--- config.mk ---
export PLATFORM = sky130hd
export DESIGN_NAME = mandelbrot_escape_time
export DESIGN_NICKNAME = d
export VERILOG_FILES = /design/src/rtl/core/mbe_pkg.sv /design/src/rtl/core/mbe_cfg.sv /design/src/rtl/core/mbe_mult.sv /design/src/rtl/core/mbe_ctrl.sv /design/src/rtl/core/mandelbrot_escape_time.sv
export SDC_FILE = /design/constraint.sdc
export NUM_CORES = 2
export LEC_CHECK = 0
export BUFFER_PORTS_ARGS = -buffer_cell sky130_fd_sc_hd__buf_2
export CAP_MARGIN = 25
export CORE_MARGIN = 4
export CORE_UTILIZATION = 50
export CTS_BUF_LIST = sky130_fd_sc_hd__clkbuf_8
export DETAILED_ROUTE_END_ITERATION = 12
export PLACE_DENSITY = 0.75
export SYNTH_ARGS = -nofsm -noshare
export SYNTH_HDL_FRONTEND = slang
export SYNTH_SLANG_ARGS = --single-unit
--- constraint.sdc ---
create_clock -name clk_i -period 28.5 [get_ports clk_i]
set_input_delay 2.85 -clock clk_i [delete_from_list [all_inputs] [get_ports clk_i]]
set_output_delay 2.85 -clock clk_i [all_outputs]
set_load 0.01 [all_outputs]
--- src/rtl/core/mbe_pkg.sv ---
`default_nettype none

package mbe_pkg;

  // fixed-point format and image geometry
  localparam int FracBits  = 28;
  localparam int ImageSize = 1024;
  localparam int PixW      = 10;
  localparam int CountW    = 16;
  localparam int CfgIdxW   = 3;
  localparam int CfgDataW  = 32;

  localparam logic [PixW-1:0] PixClamp =
    PixW'(((ImageSize > (1 << PixW)) ? (1 << PixW) : ImageSize) - 1);

  // escape threshold 4.0 squared-magnitude, capped at 2^63
  localparam int ThrExp = ((2 * FracBits + 2) > 63) ? 63 : (2 * FracBits + 2);
  localparam logic [63:0] EscThr = 64'd1 << ThrExp;

  // register reset values
  localparam logic signed [31:0] LeftReset  = 32'shE000_0000;
  localparam logic signed [31:0] TopReset   = 32'shE800_0000;
  localparam logic [30:0]        XStepReset = 31'd786432;
  localparam logic [30:0]        YStepReset = 31'd786432;
  localparam logic [15:0]        LimitReset = 16'd255;

  typedef enum logic [CfgIdxW-1:0] {
    CFG_LEFT_EDGE  = 3'd0,
    CFG_TOP_EDGE   = 3'd1,
    CFG_X_STEP     = 3'd2,
    CFG_Y_STEP     = 3'd3,
    CFG_ITER_LIMIT = 3'd4
  } cfg_idx_e;

  typedef enum logic [2:0] {
    OP_NONE = 3'd0,
    OP_PX   = 3'd1,
    OP_PY   = 3'd2,
    OP_RR   = 3'd3,
    OP_II   = 3'd4,
    OP_RI   = 3'd5
  } opsel_e;

  typedef struct packed {
    logic [PixW-1:0] pixel_x;
    logic [PixW-1:0] pixel_y;
  } in_t;

  typedef struct packed {
    logic [CountW-1:0] iter_count;
    logic              escaped;
  } out_t;

  typedef struct packed {
    logic signed [31:0] left_edge;
    logic signed [31:0] top_edge;
    logic [30:0]        x_step;
    logic [30:0]        y_step;
    logic [15:0]        iteration_limit;
  } cfg_t;

  typedef struct packed {
    opsel_e op;
    logic   load;
    logic   cr_en;
    logic   ci_en;
    logic   rr_en;
    logic   ii_en;
    logic   z_en;
    logic   done;
  } ctrl_t;

  function automatic logic signed [31:0] sat32(input logic signed [63:0] v);
    logic signed [31:0] r;
    if (v > 64'sh0000_0000_7FFF_FFFF) begin
      r = 32'sh7FFF_FFFF;
    end else if (v < 64'shFFFF_FFFF_8000_0000) begin
      r = 32'sh8000_0000;
    end else begin
      r = v[31:0];
    end
    return r;
  endfunction

endpackage

`default_nettype wire

--- src/rtl/core/mbe_cfg.sv ---
`default_nettype none

module mbe_cfg
  import mbe_pkg::*;
(
  input  logic                clk_i,
  input  logic                rst_ni,
  input  logic                cfg_valid_i,
  output logic                cfg_ready_o,
  input  logic [CfgIdxW-1:0]  cfg_index_i,
  input  logic [CfgDataW-1:0] cfg_data_i,
  output cfg_t                cfg_o
);

  cfg_t cfg_q;

  assign cfg_ready_o = 1'b1;
  assign cfg_o       = cfg_q;

  always_ff @(posedge clk_i or negedge rst_ni) begin
    if (!rst_ni) begin
      cfg_q.left_edge       <= LeftReset;
      cfg_q.top_edge        <= TopReset;
      cfg_q.x_step          <= XStepReset;
      cfg_q.y_step          <= YStepReset;
      cfg_q.iteration_limit <= LimitReset;
    end else if (cfg_valid_i) begin
      unique case (cfg_idx_e'(cfg_index_i))
        CFG_LEFT_EDGE:  cfg_q.left_edge       <= signed'(cfg_data_i);
        CFG_TOP_EDGE:   cfg_q.top_edge        <= signed'(cfg_data_i);
        CFG_X_STEP:     cfg_q.x_step          <= cfg_data_i[30:0];
        CFG_Y_STEP:     cfg_q.y_step          <= cfg_data_i[30:0];
        CFG_ITER_LIMIT: cfg_q.iteration_limit <= cfg_data_i[15:0];
        default: ; // unused index, write dropped
      endcase
    end
  end

endmodule

`default_nettype wire

--- src/rtl/core/mbe_mult.sv ---
`default_nettype none

module mbe_mult (
  input  logic               clk_i,
  input  logic signed [31:0] a_i,
  input  logic signed [31:0] b_i,
  output logic signed [63:0] prod_o
);

  logic signed [63:0] prod_q;

  always_ff @(posedge clk_i) begin
    prod_q <= 64'(a_i) * 64'(b_i);
  end

  assign prod_o = prod_q;

endmodule

`default_nettype wire

--- src/rtl/core/mbe_ctrl.sv ---
`default_nettype none

module mbe_ctrl
  import mbe_pkg::*;
(
  input  logic              clk_i,
  input  logic              rst_ni,
  input  logic              start_i,
  input  logic [15:0]       limit_i,
  input  logic              esc_i,
  output ctrl_t             ctrl_o,
  output logic              busy_o,
  output logic [CountW-1:0] count_o
);

  typedef enum logic [7:0] {
    S_IDLE = 8'b0000_0001,
    S_CX   = 8'b0000_0010,
    S_CY   = 8'b0000_0100,
    S_CI   = 8'b0000_1000,
    S_RR   = 8'b0001_0000,
    S_II   = 8'b0010_0000,
    S_MAG  = 8'b0100_0000,
    S_UPD  = 8'b1000_0000
  } state_e;

  state_e            state_q, state_d;
  logic [CountW-1:0] count_q, count_d;
  ctrl_t             ctrl;

  always_comb begin
    state_d    = state_q;
    count_d    = count_q;
    ctrl       = '0;
    ctrl.op    = OP_NONE;
    unique case (state_q)
      S_IDLE: begin
        if (start_i) begin
          ctrl.load = 1'b1;
          count_d   = '0;
          state_d   = S_CX;
        end
      end
      S_CX: begin
        ctrl.op = OP_PX;
        state_d = S_CY;
      end
      S_CY: begin
        ctrl.op    = OP_PY;
        ctrl.cr_en = 1'b1;
        state_d    = S_CI;
      end
      S_CI: begin
        ctrl.ci_en = 1'b1;
        state_d    = S_RR;
      end
      S_RR: begin
        ctrl.op = OP_RR;
        state_d = S_II;
      end
      S_II: begin
        ctrl.op    = OP_II;
        ctrl.rr_en = 1'b1;
        state_d    = S_MAG;
      end
      S_MAG: begin
        ctrl.op    = OP_RI;
        ctrl.ii_en = 1'b1;
        if (esc_i || (count_q == limit_i)) begin
          ctrl.done = 1'b1;
          state_d   = S_IDLE;
        end else begin
          state_d = S_UPD;
        end
      end
      S_UPD: begin
        ctrl.z_en = 1'b1;
        count_d   = count_q + CountW'(1);
        state_d   = S_RR;
      end
      default: state_d = S_IDLE;
    endcase
  end

  always_ff @(posedge clk_i or negedge rst_ni) begin
    if (!rst_ni) begin
      state_q <= S_IDLE;
      count_q <= '0;
    end else begin
      state_q <= state_d;
      count_q <= count_d;
    end
  end

  assign ctrl_o  = ctrl;
  assign busy_o  = (state_q != S_IDLE);
  assign count_o = count_q;

endmodule

`default_nettype wire

--- src/rtl/core/mandelbrot_escape_time.sv ---
// escape-time engine: one pixel per command, iterating z = z*z + c in signed q4.28
// latency: result strobe 4*n + 6 cycles after the start transaction, n = iterations done
// throughput: next start accepted at the end of the strobe cycle, one pixel per 4*n + 7 cycles
// the figure is set by the single 32x32 multiplier: three products plus an update step
// reset: asynchronous active low, clears sequencer and strobe, loads register defaults
// results cannot be stalled: each is shown for one cycle and must be taken then
`default_nettype none

module mandelbrot_escape_time
  import mbe_pkg::*;
(
  input  logic                clk_i,
  input  logic                rst_ni,
  // command channel
  input  logic                start,
  output logic                busy,
  input  in_t                 pixel_i,
  // result channel
  output logic                result_valid_o,
  output out_t                result_o,
  // configuration write channel
  input  logic                cfg_valid_i,
  output logic                cfg_ready_o,
  input  logic [CfgIdxW-1:0]  cfg_index_i,
  input  logic [CfgDataW-1:0] cfg_data_i
);

  cfg_t               cfg;
  ctrl_t              ctrl;
  logic [CountW-1:0]  count;

  // operand and product path of the shared multiplier
  logic signed [31:0] op_a, op_b;
  logic signed [63:0] prod;

  // per-pixel state
  logic [PixW-1:0]    px_q, py_q;
  logic signed [31:0] cr_q, ci_q;
  logic signed [31:0] zr_q, zi_q;
  logic signed [63:0] rr_q, ii_q;

  // arithmetic around the product register
  logic [PixW-1:0]    px_clamped, py_clamped;
  logic signed [63:0] re_full, im_full;
  logic [63:0]        mag;
  logic               esc;

  // result register
  logic               result_valid_q;
  out_t               result_q;

  mbe_cfg u_cfg (
    .clk_i       (clk_i),
    .rst_ni      (rst_ni),
    .cfg_valid_i (cfg_valid_i),
    .cfg_ready_o (cfg_ready_o),
    .cfg_index_i (cfg_index_i),
    .cfg_data_i  (cfg_data_i),
    .cfg_o       (cfg)
  );

  mbe_ctrl u_ctrl (
    .clk_i   (clk_i),
    .rst_ni  (rst_ni),
    .start_i (start),
    .limit_i (cfg.iteration_limit),
    .esc_i   (esc),
    .ctrl_o  (ctrl),
    .busy_o  (busy),
    .count_o (count)
  );

  // operand selection, one product per cycle
  always_comb begin
    case (ctrl.op)
      OP_PX: begin
        op_a = signed'({{(32-PixW){1'b0}}, px_q});
        op_b = signed'({1'b0, cfg.x_step});
      end
      OP_PY: begin
        op_a = signed'({{(32-PixW){1'b0}}, py_q});
        op_b = signed'({1'b0, cfg.y_step});
      end
      OP_RR: begin
        op_a = zr_q;
        op_b = zr_q;
      end
      OP_II: begin
        op_a = zi_q;
        op_b = zi_q;
      end
      OP_RI: begin
        op_a = zr_q;
        op_b = zi_q;
      end
      default: begin
        op_a = '0;
        op_b = '0;
      end
    endcase
  end

  mbe_mult u_mult (
    .clk_i  (clk_i),
    .a_i    (op_a),
    .b_i    (op_b),
    .prod_o (prod)
  );

  // indices past the image edge sit on the last row or column
  assign px_clamped = (pixel_i.pixel_x > PixClamp) ? PixClamp : pixel_i.pixel_x;
  assign py_clamped = (pixel_i.pixel_y > PixClamp) ? PixClamp : pixel_i.pixel_y;

  // |z|^2 while the product register carries zi*zi, never wraps in 64 bits
  assign mag = unsigned'(rr_q) + unsigned'(prod);
  assign esc = (mag >= EscThr);

  // next z: arithmetic shift gives the floor, 2*zr*zi folded into the shift
  assign re_full = ((rr_q - ii_q) >>> FracBits) + 64'(cr_q);
  assign im_full = (prod >>> (FracBits - 1)) + 64'(ci_q);

  always_ff @(posedge clk_i) begin
    if (ctrl.load) begin
      px_q <= px_clamped;
      py_q <= py_clamped;
      zr_q <= '0;
      zi_q <= '0;
    end else if (ctrl.z_en) begin
      zr_q <= sat32(re_full);
      zi_q <= sat32(im_full);
    end
    if (ctrl.cr_en) begin
      cr_q <= sat32(prod + 64'(cfg.left_edge));
    end
    if (ctrl.ci_en) begin
      ci_q <= sat32(prod + 64'(cfg.top_edge));
    end
    if (ctrl.rr_en) begin
      rr_q <= prod;
    end
    if (ctrl.ii_en) begin
      ii_q <= prod;
    end
    if (ctrl.done) begin
      result_q.iter_count <= count;
      result_q.escaped    <= esc;
    end
  end

  // one-cycle strobe for each finished pixel
  always_ff @(posedge clk_i or negedge rst_ni) begin
    if (!rst_ni) begin
      result_valid_q <= 1'b0;
    end else begin
      result_valid_q <= ctrl.done;
    end
  end

  assign result_valid_o = result_valid_q;
  assign result_o       = result_q;

endmodule

`default_nettype wire

==> reports/qor.csv <==
metric,value,unit
status,completed,
post-CTS setup buffer count,0,
final critical-path share of the clock period,0.420,
I/O pins,79,
"Seq/Total Area, Yosys",0.190,
Worst-Margin Slew,1.38,ns
final hold slack,0.487,ns
Fin. Hold Viols,0,
final worst setup slack,16.54,ns
Core Box Area,0.142,sq mm
post-route minimum period,11.96,ns
Nets,9442,
Clock Latency Late Sink,0.80,ns
First-pass DRT Iterations,10,
"Reg clk slew, reported paths",0.06,ns
hold_buf cts,0,
crit start category,flip-flop,
CTS tree,done,
Power Total,2630,uW
#FFs+latches synth,524,
WP data arrival,12.63,ns
Min-Delay Path Class,reg -> reg,
number of synthesized flops with an enable pin,229,
layout cells sized above 1,0.0830,
post-place setup slack,16.96,ns
clk root buf,clkbuf_8,
ys async rst share,0.319,
pin count of the biggest net entering global routing,68,
"Distinct cells, synth",102,
final max-slew violation count,0,
CP max-delay cell,fa_1,
PostCTS Resize Cnt,0,
CP endpoint kind,flip-flop,
Global Route Usage Sum,0.334,
Area Overhead vs Synth,7.40,%
FF+latch area,0.0136,sq mm
DIE HEIGHT,387,um
syn_area_per_cell,9.20,sq um
total of max-cap violations,0,
Max Freq,83.6,MHz
Critical Path RT,29.17,ns
unrepaired setup endpoints after global routing,no,
Post-Syn Nets,9463,
1st-iter DRT viols,6578,
Rel. slew slack,0.0820,
Fillers,12600,
global-route wire length before repair,379,mm
Max VDD drop,0.0687,mV
final setup fails,0,
footprint of the multi-input gates,0.0529,sq mm
Synth Instances,7808,
most frequent cells in the layout,"inv_1, fa_1, nand2_1, nor2_1, ha_1",
drt drc,0,
via count,60800,
critical setup path kind,reg -> reg,
P per Cell Area,34.0,mW/mm^2
reg2reg setup slack,16.54,ns
clk_skew,0.110,ns
global route total overflow,0,
port buffer count,77,
clk sinks,524,
Total Wirelength,253,mm
Mapped Area,0.0719,sq mm
largest fanout on the critical path,64,
Yosys Warn Count,0,
vias per cell,6.22,
setup tns final,0,ns
Most used DFF post-synth,edfxtp_1,
Starting Density,0.506,
GP Congestion,1.01,
CP dominant cell by count,fa_1,
"slowest stage delay, CP",1.01,ns
DIE AREA,0.150,sq mm
Final ANT Viol Nets,0,
vias in the first global route,61100,
initial antenna violation count,17,
row cnt,138,
Routed wire per std cell,25.9,um
CTS Buf Count,92,
"most common cell after layout, fill and taps aside",inv_1,
dpl hpwl,197,mm
Bufs on Longest Clock Path,3,
leakage,0.0362,uW
Die W,387,um
H-tree Lvls,3,
[area by class of cell]
type / instances / area share
Multi-Input combinational cell: 5750 / 0.685
Sequential cell: 524 / 0.177
Inverter: 1186 / 0.0577
Tap cell: 1890 / 0.0306
Timing Repair Buffer: 233 / 0.0218
Clock buffer: 106 / 0.0189
Clock inverter: 68 / 0.00869
Antenna cell: 16 / 0.000519
[worst max-delay path: cells and delay by family (launching register included)]
kind,cells,cell delay (ns)
fa+ha+maj,9,4.99
compound gates,7,2.31
simple gates,8,2.15
buf+inv,7,1.89
flops,1,0.43
[where the power goes]
group	internal [uW]	total (uW)	switching, uW
sequential	865	940	75.7
combinational	268	874	606
clock	442	812	370
total	1570	2630	1050
[registers in the layout, summed over array words and instances, names as in the netlist]
signal,cells
rr_q,64
zr_q,32
u_ctrl.state_q,8
result_o,17
zi_q,32
cr_q,32
u_ctrl.count_o,16
ci_q,32
px_q,10
py_q,10
u_cfg.cfg_o,142
u_mult.prod_o,64
ii_q,64
result_valid_o,1
[through the flow]
stage	cell area, sq um	cells	utilization
after floorplan	71900	7808	-
after global placement	74800	9573	0.526
after detailed placement	74900	9577	0.527
after CTS	77000	9751	0.542
after global routing	77200	9764	0.543
final	77200	9773	0.543
[cell families (layout without fill, tap and decap cells)]
| family | after synthesis | count (layout) | share of synthesized area |
|---|---|---|---|
| buffers and inverters | 1534 | 1593 | 0.0807 |
| multiplexers | 156 | 156 | 0.0243 |
| adder cells (fa/ha/maj) | 1596 | 1596 | 0.391 |
| AND/OR/NAND/NOR | 2137 | 2137 | 0.133 |
| AO/OA/AOI/OAI | 1571 | 1571 | 0.146 |
| flip-flops | 524 | 524 | 0.190 |
| XOR/XNOR | 289 | 289 | 0.0352 |
| other | 1 | 17 | 0.0000522 |
[Yosys cell counts, types with 34 or more instances]
cell type | number | area share
a211oi_1 | 35 | 0.0037
a21o_1 | 234 | 0.024
a21oi_1 | 431 | 0.030
a221o_1 | 50 | 0.0070
a221oi_1 | 53 | 0.0065
a22o_1 | 66 | 0.0080
and3_1 | 56 | 0.0049
clkbuf_1 | 310 | 0.016
dfrtp_1 | 147 | 0.051
dfxtp_1 | 128 | 0.036
edfxtp_1 | 229 | 0.096
fa_1 | 1087 | 0.30
ha_1 | 509 | 0.089
inv_1 | 1184 | 0.062
mux2_2 | 146 | 0.023
nand2_1 | 800 | 0.042
nand2b_1 | 46 | 0.0040
nand3_1 | 105 | 0.0073
nand4_1 | 81 | 0.0071
nor2_1 | 732 | 0.038
nor2b_1 | 40 | 0.0035
nor3_1 | 82 | 0.0057
o211ai_1 | 34 | 0.0036
o21a_1 | 48 | 0.0050
o21ai_0 | 302 | 0.021
o21bai_1 | 53 | 0.0055
xnor2_1 | 182 | 0.022
xor2_1 | 107 | 0.013
[final timing paths]
kind                                   start                end  cells past startpoint
setup / recovery           u_ctrl.state_q[7]  u_mult.prod_o[63]                     31
hold / removal             u_ctrl.count_o[5]        result_o[6]                      0
setup reg to reg           u_ctrl.state_q[7]  u_mult.prod_o[63]                     31
hold reg to reg            u_ctrl.count_o[5]        result_o[6]                      0
max in group asynchronous             rst_ni    u_cfg.cfg_o[43]                      2
min in group asynchronous             rst_ni     result_valid_o                      1
[layer usage]
metal / track usage / up-vias / share of wire
met2: 0.488 / 3626 / 0.42
met3: 0.0968 / 919 / 0.12
met1: 0.439 / 30300 / 0.38
li1: - / 25900 / -
met5: 0.00478 / - / 0.00073
met4: 0.204 / 16 / 0.076
No activity file was read; power rests on OpenSTA's default activity.
